### src/design/lac_pkg.sv
// ----------------------------------------------------------------------------
// lac_pkg
// Shared constants, register codes and payload types of the light alarm
// conditioner.
// ----------------------------------------------------------------------------
`default_nettype none

package lac_pkg;

   // sizes of the averaging window and the led duty
   localparam int WINDOW_LEN = 10;
   localparam int DUTY_BITS  = 13;

   // field widths
   localparam int MV_W       = 12;
   localparam int TIME_W     = 32;
   localparam int DEB_W      = 16;
   localparam int LONG_W     = 16;
   localparam int MUTE_W     = 20;
   localparam int CSR_IDX_W  = 3;
   localparam int CSR_DATA_W = 20;

   // window bookkeeping
   localparam int MV_MAX = 4095;
   localparam int SUM_W  = $clog2(WINDOW_LEN * MV_MAX + 1);
   localparam int POS_W  = (WINDOW_LEN > 1) ? $clog2(WINDOW_LEN) : 1;

   // divide by the window length: multiply by a rounded-up reciprocal
   localparam int              AVG_SHIFT  = 24;
   localparam longint unsigned AVG_MUL    = ((64'd1 << AVG_SHIFT) + WINDOW_LEN - 1) / WINDOW_LEN;
   localparam int              AVG_MUL_W  = AVG_SHIFT + 1;
   localparam int              AVG_PROD_W = SUM_W + AVG_MUL_W;

   // led scaling range
   localparam logic [MV_W-1:0] SCALE_LO   = 12'd50;
   localparam logic [MV_W-1:0] SCALE_HI   = 12'd3300;
   localparam int              SCALE_SPAN = 3250;

   // duty = m * DUTY_FULL / SCALE_SPAN through a rounded-up reciprocal
   localparam int              DUTY_SHIFT  = 24;
   localparam longint unsigned DUTY_FULL   = (64'd1 << DUTY_BITS) - 1;
   localparam longint unsigned DUTY_MUL    =
      ((DUTY_FULL << DUTY_SHIFT) + SCALE_SPAN - 1) / SCALE_SPAN;
   localparam int              DUTY_MUL_W  = DUTY_BITS + DUTY_SHIFT - 11;
   localparam int              DUTY_PROD_W = MV_W + DUTY_MUL_W;

   // register indexes
   localparam logic [CSR_IDX_W-1:0] CSR_DEBOUNCE   = 3'd0;
   localparam logic [CSR_IDX_W-1:0] CSR_LONG_PRESS = 3'd1;
   localparam logic [CSR_IDX_W-1:0] CSR_MUTE       = 3'd2;
   localparam logic [CSR_IDX_W-1:0] CSR_RECAL_BLW  = 3'd3;
   localparam logic [CSR_IDX_W-1:0] CSR_RECAL_ABV  = 3'd4;
   localparam logic [CSR_IDX_W-1:0] CSR_MIN_GAP    = 3'd5;

   // register reset values
   localparam logic [DEB_W-1:0]  DEBOUNCE_RST = 16'd30;
   localparam logic [LONG_W-1:0] LONG_RST     = 16'd1000;
   localparam logic [MUTE_W-1:0] MUTE_RST     = 20'd30000;
   localparam logic [MV_W-1:0]   BELOW_RST    = 12'd200;
   localparam logic [MV_W-1:0]   ABOVE_RST    = 12'd100;
   localparam logic [MV_W-1:0]   GAP_RST      = 12'd50;

   // threshold reset values
   localparam logic [MV_W-1:0] ON_RST  = 12'd1000;
   localparam logic [MV_W-1:0] OFF_RST = 12'd1200;

   // button event codes
   localparam logic [1:0] EV_NONE  = 2'd0;
   localparam logic [1:0] EV_SHORT = 2'd1;
   localparam logic [1:0] EV_LONG  = 2'd2;

   // status codes
   localparam logic [1:0] ST_MUTED  = 2'd0;
   localparam logic [1:0] ST_ALARM  = 2'd1;
   localparam logic [1:0] ST_NEAR   = 2'd2;
   localparam logic [1:0] ST_NORMAL = 2'd3;

   typedef struct packed {
      logic [MV_W-1:0]   sample_mv;
      logic              button_level;
      logic [TIME_W-1:0] now_ms;
   } lac_item_type;

   typedef struct packed {
      logic [DEB_W-1:0]  debounce_ms;
      logic [LONG_W-1:0] long_press_ms;
      logic [MUTE_W-1:0] mute_ms;
      logic [MV_W-1:0]   recal_below_mv;
      logic [MV_W-1:0]   recal_above_mv;
      logic [MV_W-1:0]   min_gap_mv;
   } lac_cfg_type;

   typedef struct packed {
      logic [MV_W-1:0] filtered_mv;
      logic            buzzer_drive;
      logic [1:0]      status;
      logic [1:0]      button_event;
      logic [MV_W-1:0] on_threshold_mv;
      logic [MV_W-1:0] off_threshold_mv;
   } lac_mid_type;

endpackage

`default_nettype wire

### src/design/lac_if.sv
// ----------------------------------------------------------------------------
// lac_if
// Valid/ready channels of the light alarm conditioner: sample input,
// result output and register write port.
// ----------------------------------------------------------------------------
`default_nettype none

interface lac_req_if import lac_pkg::*; ();
   logic              valid;
   logic              ready;
   logic [MV_W-1:0]   sample_mv;
   logic              button_level;
   logic [TIME_W-1:0] now_ms;

   modport source (output valid, sample_mv, button_level, now_ms, input ready);
   modport sink   (input valid, sample_mv, button_level, now_ms, output ready);
endinterface

interface lac_rsp_if import lac_pkg::*; ();
   logic                 valid;
   logic                 ready;
   logic [MV_W-1:0]      filtered_mv;
   logic [DUTY_BITS-1:0] led_duty;
   logic                 buzzer_drive;
   logic [1:0]           status;
   logic [1:0]           button_event;
   logic [MV_W-1:0]      on_threshold_mv;
   logic [MV_W-1:0]      off_threshold_mv;

   modport source (output valid, filtered_mv, led_duty, buzzer_drive, status,
                   button_event, on_threshold_mv, off_threshold_mv, input ready);
   modport sink   (input valid, filtered_mv, led_duty, buzzer_drive, status,
                   button_event, on_threshold_mv, off_threshold_mv, output ready);
endinterface

interface lac_csr_if import lac_pkg::*; ();
   logic                  valid;
   logic                  ready;
   logic [CSR_IDX_W-1:0]  index;
   logic [CSR_DATA_W-1:0] data;

   modport source (output valid, index, data, input ready);
   modport sink   (input valid, index, data, output ready);
endinterface

`default_nettype wire

### src/design/lac_core.sv
// ----------------------------------------------------------------------------
// lac_core
// Per-item state update: button debounce and press timing, mute and
// recalibration, moving average window, alarm hysteresis and status.
// ----------------------------------------------------------------------------
`default_nettype none

module lac_core import lac_pkg::*; (
   input  wire logic         clock,
   input  wire logic         reset,
   input  wire logic         step,
   input  wire lac_item_type item,
   input  wire lac_cfg_type  cfg,
   output lac_mid_type       result
);

   localparam logic signed [13:0] LO_S  = 14'sd50;
   localparam logic signed [13:0] HI_S  = 14'sd3300;
   localparam logic signed [13:0] MAX_S = 14'sd4095;

   // state registers
   logic [MV_W-1:0]   window_ff [WINDOW_LEN];
   logic [POS_W-1:0]  pos_ff, pos_in;
   logic [SUM_W-1:0]  sum_ff, sum_in;
   logic              primed_ff;
   logic [MV_W-1:0]   held_filt_ff;
   logic              button_stable_ff, button_stable_in;
   logic [TIME_W-1:0] last_change_ff, last_change_in;
   logic [TIME_W-1:0] press_start_ff, press_start_in;
   logic              alarm_ff, alarm_in;
   logic              mute_pending_ff, mute_pending_in;
   logic [TIME_W-1:0] mute_end_ff, mute_end_in;
   logic [MV_W-1:0]   on_ff, on_in;
   logic [MV_W-1:0]   off_ff, off_in;

   // working values
   logic [TIME_W-1:0]     elapsed, held, mute_left;
   logic                  take;
   logic [1:0]            ev;
   logic                  pending;
   logic                  muted;
   logic signed [13:0]    on_s, off_s;
   logic [MV_W-1:0]       old_mv;
   logic [AVG_PROD_W-1:0] avg_prod;
   logic [MV_W-1:0]       mv;
   logic [1:0]            status;

   always_comb begin
      // button debounce and release timing
      elapsed          = item.now_ms - last_change_ff;
      held             = item.now_ms - press_start_ff;
      take             = (item.button_level != button_stable_ff) &&
                         (elapsed >= TIME_W'(cfg.debounce_ms));
      ev               = EV_NONE;
      button_stable_in = button_stable_ff;
      last_change_in   = last_change_ff;
      press_start_in   = press_start_ff;
      if (take) begin
         last_change_in   = item.now_ms;
         button_stable_in = item.button_level;
         if (!item.button_level) begin
            press_start_in = item.now_ms;
         end else if (held >= TIME_W'(cfg.long_press_ms)) begin
            ev = EV_LONG;
         end else if (held >= TIME_W'(cfg.debounce_ms)) begin
            ev = EV_SHORT;
         end
      end

      // recalibration limits from the previous filtered value
      on_s  = $signed({2'b00, held_filt_ff}) - $signed({2'b00, cfg.recal_below_mv});
      off_s = $signed({2'b00, held_filt_ff}) + $signed({2'b00, cfg.recal_above_mv});
      if (on_s < LO_S) begin
         on_s = LO_S;
      end
      if (off_s > HI_S) begin
         off_s = HI_S;
      end
      if (off_s <= on_s + $signed({2'b00, cfg.min_gap_mv})) begin
         off_s = on_s + $signed({2'b00, cfg.min_gap_mv});
      end
      if (on_s > MAX_S) begin
         on_s = MAX_S;
      end
      if (off_s > MAX_S) begin
         off_s = MAX_S;
      end

      // press action
      mute_end_in = mute_end_ff;
      pending     = mute_pending_ff;
      on_in       = on_ff;
      off_in      = off_ff;
      if (ev == EV_SHORT) begin
         mute_end_in = item.now_ms + TIME_W'(cfg.mute_ms);
         pending     = 1'b1;
      end else if (ev == EV_LONG) begin
         on_in  = on_s[MV_W-1:0];
         off_in = off_s[MV_W-1:0];
      end

      // moving average, the first sample fills the window
      old_mv = window_ff[pos_ff];
      if (!primed_ff) begin
         sum_in = SUM_W'(item.sample_mv) * SUM_W'(WINDOW_LEN);
         pos_in = '0;
      end else begin
         sum_in = sum_ff - SUM_W'(old_mv) + SUM_W'(item.sample_mv);
         pos_in = (pos_ff == POS_W'(WINDOW_LEN - 1)) ? '0 : pos_ff + 1'b1;
      end
      avg_prod = AVG_PROD_W'(sum_in) * AVG_PROD_W'(AVG_MUL);
      mv       = primed_ff ? avg_prod[AVG_SHIFT +: MV_W] : item.sample_mv;

      // mute expiry, safe against timestamp wrap
      mute_left       = mute_end_in - item.now_ms;
      muted           = pending && (mute_left != '0) && !mute_left[TIME_W-1];
      mute_pending_in = muted;

      // alarm hysteresis
      alarm_in = alarm_ff;
      if (!alarm_ff && (mv < on_in)) begin
         alarm_in = 1'b1;
      end else if (alarm_ff && (mv > off_in)) begin
         alarm_in = 1'b0;
      end

      // status code
      if (muted) begin
         status = ST_MUTED;
      end else if (alarm_in) begin
         status = ST_ALARM;
      end else if ((mv < off_in) && (mv >= on_in)) begin
         status = ST_NEAR;
      end else begin
         status = ST_NORMAL;
      end

      result.filtered_mv      = mv;
      result.buzzer_drive     = alarm_in && !muted;
      result.status           = status;
      result.button_event     = ev;
      result.on_threshold_mv  = on_in;
      result.off_threshold_mv = off_in;
   end

   // control state
   always_ff @(posedge clock) begin
      if (reset) begin
         pos_ff           <= '0;
         sum_ff           <= '0;
         primed_ff        <= 1'b0;
         held_filt_ff     <= '0;
         button_stable_ff <= 1'b1;
         last_change_ff   <= '0;
         press_start_ff   <= '0;
         alarm_ff         <= 1'b0;
         mute_pending_ff  <= 1'b0;
         mute_end_ff      <= '0;
         on_ff            <= ON_RST;
         off_ff           <= OFF_RST;
      end else if (step) begin
         pos_ff           <= pos_in;
         sum_ff           <= sum_in;
         primed_ff        <= 1'b1;
         held_filt_ff     <= mv;
         button_stable_ff <= button_stable_in;
         last_change_ff   <= last_change_in;
         press_start_ff   <= press_start_in;
         alarm_ff         <= alarm_in;
         mute_pending_ff  <= mute_pending_in;
         mute_end_ff      <= mute_end_in;
         on_ff            <= on_in;
         off_ff           <= off_in;
      end
   end

   // window entries, only read once primed
   always_ff @(posedge clock) begin
      if (step) begin
         for (int i = 0; i < WINDOW_LEN; i++) begin
            if (!primed_ff || (pos_ff == POS_W'(i))) begin
               window_ff[i] <= item.sample_mv;
            end
         end
      end
   end

endmodule

`default_nettype wire

### src/design/light_alarm_conditioner_top.sv
// ----------------------------------------------------------------------------
// light_alarm_conditioner_top
// Light sensor conditioner: button press classifier, moving average,
// led duty scaling and alarm with hysteresis and mute.
// ----------------------------------------------------------------------------
// Usage:
//   req_ch carries one item per transfer: sample in mV, raw button level and
//   a millisecond timestamp. rsp_ch returns exactly one result per item, in
//   order: filtered value, led duty, buzzer drive, status, button event and
//   the current thresholds. csr_ch writes one register per transfer and is
//   always ready; write it only while no item is in flight.
//   The pipeline has three stages: input register, state update (the
//   per-item state loop closes within this stage), led duty multiply. An
//   item's result is valid once it reaches the output register.
//   Throughput is one item per cycle while rsp_ch is ready. A stalled
//   receiver holds the output register; the stages behind it keep filling,
//   and req_ch.ready drops only when all three stages hold items.
//   Reset clears the pipeline, the thresholds go to 1000 / 1200 mV, the
//   button reads released and the registers take their defaults. The
//   window needs no clearing: the first sample after reset fills it.
// ----------------------------------------------------------------------------
`default_nettype none

module light_alarm_conditioner_top import lac_pkg::*; (
   input wire logic clock,
   input wire logic reset,
   lac_req_if.sink   req_ch,
   lac_rsp_if.source rsp_ch,
   lac_csr_if.sink   csr_ch
);

   // configuration registers
   lac_cfg_type cfg_ff;

   // pipeline registers
   logic         v1_ff, v1_in;
   logic         v2_ff, v2_in;
   logic         v3_ff, v3_in;
   lac_item_type item_ff;
   lac_mid_type  mid_ff;
   lac_mid_type  mid_in;
   lac_mid_type  out_ff;
   logic [DUTY_BITS-1:0] duty_ff, duty_in;

   logic move1, move2, ready2, adv3;
   logic accept;
   logic [MV_W-1:0]        mvc;
   logic [DUTY_PROD_W-1:0] duty_prod;

   // register writes
   assign csr_ch.ready = 1'b1;

   always_ff @(posedge clock) begin
      if (reset) begin
         cfg_ff.debounce_ms    <= DEBOUNCE_RST;
         cfg_ff.long_press_ms  <= LONG_RST;
         cfg_ff.mute_ms        <= MUTE_RST;
         cfg_ff.recal_below_mv <= BELOW_RST;
         cfg_ff.recal_above_mv <= ABOVE_RST;
         cfg_ff.min_gap_mv     <= GAP_RST;
      end else if (csr_ch.valid) begin
         case (csr_ch.index)
            CSR_DEBOUNCE:   cfg_ff.debounce_ms    <= csr_ch.data[DEB_W-1:0];
            CSR_LONG_PRESS: cfg_ff.long_press_ms  <= csr_ch.data[LONG_W-1:0];
            CSR_MUTE:       cfg_ff.mute_ms        <= csr_ch.data[MUTE_W-1:0];
            CSR_RECAL_BLW:  cfg_ff.recal_below_mv <= csr_ch.data[MV_W-1:0];
            CSR_RECAL_ABV:  cfg_ff.recal_above_mv <= csr_ch.data[MV_W-1:0];
            CSR_MIN_GAP:    cfg_ff.min_gap_mv     <= csr_ch.data[MV_W-1:0];
            default: begin
            end
         endcase
      end
   end

   // stage handshakes
   assign adv3         = !v3_ff || rsp_ch.ready;
   assign move2        = v2_ff && adv3;
   assign ready2       = !v2_ff || adv3;
   assign move1        = v1_ff && ready2;
   assign req_ch.ready = !v1_ff || ready2;
   assign accept       = req_ch.valid && req_ch.ready;

   assign v1_in = accept || (v1_ff && !move1);
   assign v2_in = move1 || (v2_ff && !move2);
   assign v3_in = move2 || (v3_ff && !rsp_ch.ready);

   always_ff @(posedge clock) begin
      if (reset) begin
         v1_ff <= 1'b0;
         v2_ff <= 1'b0;
         v3_ff <= 1'b0;
      end else begin
         v1_ff <= v1_in;
         v2_ff <= v2_in;
         v3_ff <= v3_in;
      end
   end

   // input register
   always_ff @(posedge clock) begin
      if (accept) begin
         item_ff.sample_mv    <= req_ch.sample_mv;
         item_ff.button_level <= req_ch.button_level;
         item_ff.now_ms       <= req_ch.now_ms;
      end
   end

   // state update, committed when the item moves on
   lac_core u_core (
      .clock  (clock),
      .reset  (reset),
      .step   (move1),
      .item   (item_ff),
      .cfg    (cfg_ff),
      .result (mid_in)
   );

   always_ff @(posedge clock) begin
      if (move1) begin
         mid_ff <= mid_in;
      end
   end

   // led duty: clamp to the scale range, then multiply by the reciprocal
   always_comb begin
      mvc = mid_ff.filtered_mv;
      if (mvc < SCALE_LO) begin
         mvc = SCALE_LO;
      end
      if (mvc > SCALE_HI) begin
         mvc = SCALE_HI;
      end
      duty_prod = DUTY_PROD_W'(mvc - SCALE_LO) * DUTY_PROD_W'(DUTY_MUL);
      duty_in   = duty_prod[DUTY_SHIFT +: DUTY_BITS];
   end

   // output register
   always_ff @(posedge clock) begin
      if (move2) begin
         out_ff  <= mid_ff;
         duty_ff <= duty_in;
      end
   end

   assign rsp_ch.valid            = v3_ff;
   assign rsp_ch.filtered_mv      = out_ff.filtered_mv;
   assign rsp_ch.led_duty         = duty_ff;
   assign rsp_ch.buzzer_drive     = out_ff.buzzer_drive;
   assign rsp_ch.status           = out_ff.status;
   assign rsp_ch.button_event     = out_ff.button_event;
   assign rsp_ch.on_threshold_mv  = out_ff.on_threshold_mv;
   assign rsp_ch.off_threshold_mv = out_ff.off_threshold_mv;

endmodule

`default_nettype wire

### src/flat_wrapper.sv
// flat-port wrapper written by rule: the top's interface ports become plain ports
module light_alarm_conditioner_top_flat import lac_pkg::*;
  (clock, reset, req_ch_valid, req_ch_sample_mv, req_ch_button_level, req_ch_now_ms, req_ch_ready, rsp_ch_valid, rsp_ch_filtered_mv, rsp_ch_led_duty, rsp_ch_buzzer_drive, rsp_ch_status, rsp_ch_button_event, rsp_ch_on_threshold_mv, rsp_ch_off_threshold_mv, rsp_ch_ready, csr_ch_valid, csr_ch_index, csr_ch_data, csr_ch_ready);
  lac_req_if req_ch_i ();
  lac_rsp_if rsp_ch_i ();
  lac_csr_if csr_ch_i ();
  input wire logic clock;
  input wire logic reset;
  input wire logic [$bits(req_ch_i.valid)-1:0] req_ch_valid;
  input wire logic [$bits(req_ch_i.sample_mv)-1:0] req_ch_sample_mv;
  input wire logic [$bits(req_ch_i.button_level)-1:0] req_ch_button_level;
  input wire logic [$bits(req_ch_i.now_ms)-1:0] req_ch_now_ms;
  output wire logic [$bits(req_ch_i.ready)-1:0] req_ch_ready;
  output wire logic [$bits(rsp_ch_i.valid)-1:0] rsp_ch_valid;
  output wire logic [$bits(rsp_ch_i.filtered_mv)-1:0] rsp_ch_filtered_mv;
  output wire logic [$bits(rsp_ch_i.led_duty)-1:0] rsp_ch_led_duty;
  output wire logic [$bits(rsp_ch_i.buzzer_drive)-1:0] rsp_ch_buzzer_drive;
  output wire logic [$bits(rsp_ch_i.status)-1:0] rsp_ch_status;
  output wire logic [$bits(rsp_ch_i.button_event)-1:0] rsp_ch_button_event;
  output wire logic [$bits(rsp_ch_i.on_threshold_mv)-1:0] rsp_ch_on_threshold_mv;
  output wire logic [$bits(rsp_ch_i.off_threshold_mv)-1:0] rsp_ch_off_threshold_mv;
  input wire logic [$bits(rsp_ch_i.ready)-1:0] rsp_ch_ready;
  input wire logic [$bits(csr_ch_i.valid)-1:0] csr_ch_valid;
  input wire logic [$bits(csr_ch_i.index)-1:0] csr_ch_index;
  input wire logic [$bits(csr_ch_i.data)-1:0] csr_ch_data;
  output wire logic [$bits(csr_ch_i.ready)-1:0] csr_ch_ready;
  assign req_ch_i.valid = req_ch_valid;
  assign req_ch_i.sample_mv = req_ch_sample_mv;
  assign req_ch_i.button_level = req_ch_button_level;
  assign req_ch_i.now_ms = req_ch_now_ms;
  assign req_ch_ready = req_ch_i.ready;
  assign rsp_ch_valid = rsp_ch_i.valid;
  assign rsp_ch_filtered_mv = rsp_ch_i.filtered_mv;
  assign rsp_ch_led_duty = rsp_ch_i.led_duty;
  assign rsp_ch_buzzer_drive = rsp_ch_i.buzzer_drive;
  assign rsp_ch_status = rsp_ch_i.status;
  assign rsp_ch_button_event = rsp_ch_i.button_event;
  assign rsp_ch_on_threshold_mv = rsp_ch_i.on_threshold_mv;
  assign rsp_ch_off_threshold_mv = rsp_ch_i.off_threshold_mv;
  assign rsp_ch_i.ready = rsp_ch_ready;
  assign csr_ch_i.valid = csr_ch_valid;
  assign csr_ch_i.index = csr_ch_index;
  assign csr_ch_i.data = csr_ch_data;
  assign csr_ch_ready = csr_ch_i.ready;
  light_alarm_conditioner_top u_core (.clock(clock), .reset(reset), .req_ch(req_ch_i), .rsp_ch(rsp_ch_i), .csr_ch(csr_ch_i));
endmodule
### config.mk
export PLATFORM = sky130hd
export DESIGN_NAME = light_alarm_conditioner_top_flat
export DESIGN_NICKNAME = d
export VERILOG_FILES = /design/src/design/lac_pkg.sv /design/src/design/lac_if.sv /design/src/design/lac_core.sv /design/src/design/light_alarm_conditioner_top.sv /design/src/flat_wrapper.sv
export SDC_FILE = /design/constraint.sdc
export NUM_CORES = 2
export LEC_CHECK = 0
export ABC_AREA = 1
export BUFFER_PORTS_ARGS = -buffer_cell sky130_fd_sc_hd__buf_4
export CAP_MARGIN = 30
export CORE_ASPECT_RATIO = 0.5
export CORE_MARGIN = 2
export CORE_UTILIZATION = 40
export CTS_CLUSTER_SIZE = 28
export DETAILED_ROUTE_END_ITERATION = 7
export GPL_TIMING_DRIVEN = 0
export PLACE_DENSITY_LB_ADDON = 0.2
export SLEW_MARGIN = 10
export SYNTH_ARGS = -nofsm -noshare
export SYNTH_HDL_FRONTEND = slang
export SYNTH_SLANG_ARGS = --single-unit
### constraint.sdc
create_clock -name clock -period 11.7 [get_ports clock]
set_input_delay 2.925 -clock clock [delete_from_list [all_inputs] [get_ports clock]]
set_output_delay 2.925 -clock clock [all_outputs]
set_load 0.02 [all_outputs]
==> metrics.md <==
| Metric | Value |
|---|---|
| Status | `completed` |
| Post-Route Skew | `28.9 ps` |
| Die height | `239 microns` |
| Vias in the first global route | `36905` |
| Effective utilization at floorplan | `40.3%` |
| Share of synthesized registers carrying an async set or reset | `0%` |
| Port bufs | `128` |
| Library cells used by synthesis | `63` |
| Iteration-0 DRC count of the detailed router | `2369` |
| Fin crit period | `10930 ps` |
| Max-cap viol count | `0` |
| Slowest cell on crit path | `fa_1` |
| Worst setup EP type | `flop` |
| HP Class | `reg2reg` |
| Cts hold-fix bufs | `0` |
| Peak-usage layer in the global routing report | `met2` |
| Clk slew on worst S/H paths | `70 ps` |
| Number of synthesized flops with an enable pin | `260` |
| Most frequent cell on the critical path | `nand2_1` |
| Final Max Tran Viols | `0` |
| First-pass GRT wire length | `206000 microns` |
| Crit path buf inv count | `10` |
| Data required time of the worst path | `12100 ps` |
| Syn Area/Cell | `7.74 sq um` |
| Ports | `130` |
| Routed vias/inst | `5.00` |
| Initial antenna violation count | `4` |
| Max incr delay on CP | `570 ps` |
| Largest net degree at the start of global routing | `37` |
| Row count | `86` |
| Routability cong. | `0.923` |
| Synth warn | `0` |
| Final setup viols | `0` |
| Vias | `37484` |
| Met3 usage in global routing | `2.31%` |
| Synthesized area | `44200 sq um` |
| Core ar. | `110000 sq um` |
| CP delay by family, top | `adder cells` |
| Area growth from synthesis to layout | `11.1%` |
| Detailed Route WL | `132000 microns` |
| Share of cells above drive strength 1 | `6.09%` |
| Met1 Use GR | `30.9%` |
| Critical path class | `reg2reg` |
| # DRC | `0` |
| Worst setup SP type | `flop` |
| Worst slack, placed | `-664 ps` |
| GR Layer Usage met2 | `39.4%` |
| Final Hold Viols | `0` |
| Register area share after synthesis | `29.0%` |
| Max Fanout on Critical Path | `10` |
| RSZ-0062 raised after global routing | `false` |
| Post-DP HPWL | `108000 microns` |
| Clk root buf | `clkbuf_16` |
| WL/cell | `17.6 microns` |
| Iteration count of the initial detailed-routing pass | `5` |
| Clock Tree Buf Depth | `3` |
| H-tree levels | `2` |
| Nets | `6805` |
| Maximum clock frequency | `91.5 MHz` |
| Crit share post-route | `93.4%` |
| Chip width | `474 microns` |
| Post-Route Utilization | `44.7%` |
| Synthesized instance count | `5718` |
| Clock Latency Late Sink | `650 ps` |
| Overflow after GRT | `0` |
| CTS tree | `yes` |
| Synth Flop Type | `edfxtp_1` |
| Die ar. | `113000 sq um` |
| WP data arrival | `11330 ps` |
| Antenna Nets Post-Route | `0` |
| Number of buffers created by CTS | `51` |
| Max_slew headroom | `34.9%` |
| Slew @ Worst Pin | `976 ps` |
| Clock Sinks | `511` |
| Fin Hold WS | `419 ps` |
| Final worst setup slack | `772 ps` |
| Flops & latches, synth | `511` |
| All-Layer GR Usage | `23.3%` |
-- worst reg2reg max path, delay by kind of cell (launching register included) --
kind,cells,cell delay [ps]
and+or+nand+nor,23,2350
AOI/OAI and AO/OA,14,2220
buffers and inverters,10,1280
DFF,1,350
muxes,1,250
adders and majority gates,10,4250
-- final cells by class --
type / count / area (sq um)
antenna: 1 / 2.50
buffer: 111 / 510
clock buffer: 66 / 1370
clock inverter: 30 / 312
fill: 11146 / 60700
inverter: 1165 / 4370
multi-input combinational: 3962 / 26700
sequential: 511 / 12800
tap: 1496 / 1870
timing repair buffer: 149 / 1180
-- layout by cell type, fill, tap and decap left out, types with 144 or more instances in the layout --
master,Yosys,layout
a21oi_1,443,440
nand2_1,1114,1112
edfxtp_1,260,260
buf_4,3,144
o21ai_0,362,360
fa_1,197,196
inv_1,1137,1135
dfxtp_1,251,251
nor2_1,430,430
nand3_1,191,191
ha_1,584,584
-- logic make-up (layout without fill, tap and decap cells) --
| kind of cell | Yosys count | after routing | share of synthesized area (%) |
|---|---|---|---|
| AND/OR/NAND/NOR | 1961 | 1961 | 18.6 |
| AO/OA/AOI/OAI | 1006 | 1006 | 12.3 |
| other | 2 | 35 | 0.0170 |
| multiplexers | 37 | 37 | 0.837 |
| buffers and inverters | 1277 | 1521 | 11.0 |
| XOR/XNOR | 143 | 143 | 2.85 |
| flip-flops | 511 | 511 | 29.0 |
| adder cells (fa/ha/maj) | 781 | 781 | 25.4 |
-- per-layer routing --
metal | share of wire, % | wire length [microns] | up-vias
li1 | - | - | 18911
met1 | 46 | 60400 | 17605
met2 | 47 | 61500 | 767
met3 | 4.1 | 5400 | 201
met4 | 3.6 | 4800 | 0
met5 | 0 | 0 | -
-- flip-flops by register name, indices dropped and copies added, names as in the netlist, 13 cells and up, named ones only --
signal	flops
u_core.u_core.last_change_ff	32
u_core.cfg_ff	88
u_core.mid_ff	41
u_core.item_ff	45
u_core.rsp_ch.led_duty	13
u_core.u_core.press_start_ff	32
u_core.u_core.mute_end_ff	32
u_core.u_core.window_ff	120
u_core.u_core.sum_ff	16
-- final timing paths --
path,depth (start not counted),slack (ps),end,start
max,58,770,u_core.mid_ff[28],flop
min,0,420,u_core.rsp_ch.off_threshold_mv[1],u_core.mid_ff[1]
max reg2reg,58,770,u_core.mid_ff[28],flop
min reg2reg,0,420,u_core.rsp_ch.off_threshold_mv[1],u_core.mid_ff[1]
-- metrics by stage --
step	cell area (sq um)	std cells	setup TNS, ps
after floorplan	44400	5750	0
after global placement	47200	7374	-1720
after detailed placement	47400	7392	-2230
after CTS	49100	7488	0
after global routing	49200	7490	0
final	49200	7491	0
-- cell usage after synthesis (6+ instances only) --
| cell type | number | area share, % |
|---|---|---|
| o21ai_1 | 47 | 0.53 |
| dfxtp_1 | 251 | 11 |
| or2_0 | 6 | 0.085 |
| nand4_1 | 51 | 0.72 |
| mux2i_1 | 37 | 0.84 |
| buf_1 | 10 | 0.085 |
| and2_1 | 7 | 0.099 |
| ha_1 | 584 | 17 |
| buf_6 | 6 | 0.15 |
| edfxtp_1 | 260 | 18 |
| a31oi_1 | 21 | 0.30 |
| nor3_1 | 43 | 0.49 |
| or2_2 | 24 | 0.34 |
| nand3_1 | 191 | 2.2 |
| a211oi_1 | 12 | 0.20 |
| nor4_1 | 8 | 0.11 |
| a21oi_1 | 443 | 5.0 |
| o21a_1 | 7 | 0.12 |
| o211ai_1 | 45 | 0.76 |
| o31ai_1 | 6 | 0.10 |
| o21ai_0 | 362 | 4.1 |
| o21ai_2 | 8 | 0.16 |
| nor2_1 | 430 | 3.6 |
| inv_2 | 25 | 0.21 |
| nand3b_1 | 24 | 0.41 |
| or2_1 | 22 | 0.31 |
| fa_1 | 197 | 8.9 |
| o221ai_1 | 6 | 0.12 |
| clkbuf_1 | 83 | 0.70 |
| xor2_1 | 102 | 2.0 |
| o21bai_1 | 19 | 0.32 |
| buf_2 | 10 | 0.11 |
| inv_1 | 1137 | 9.6 |
| nor2_2 | 8 | 0.11 |
| nand2_1 | 1114 | 9.5 |
| xnor2_1 | 40 | 0.79 |
| a21o_1 | 15 | 0.25 |
| nand2_2 | 10 | 0.14 |
-- timing repair --
item,in CTS,in global routing
pin swaps,0,1
setup buffers,0,0
gates cloned,0,0
gates resized for setup,10,25
endpoints found under the setup margin,4,4
Power is left out: the tool's default activity adds up to more than one toggle a clock period on the data nets, which glitch-free logic cannot reach.
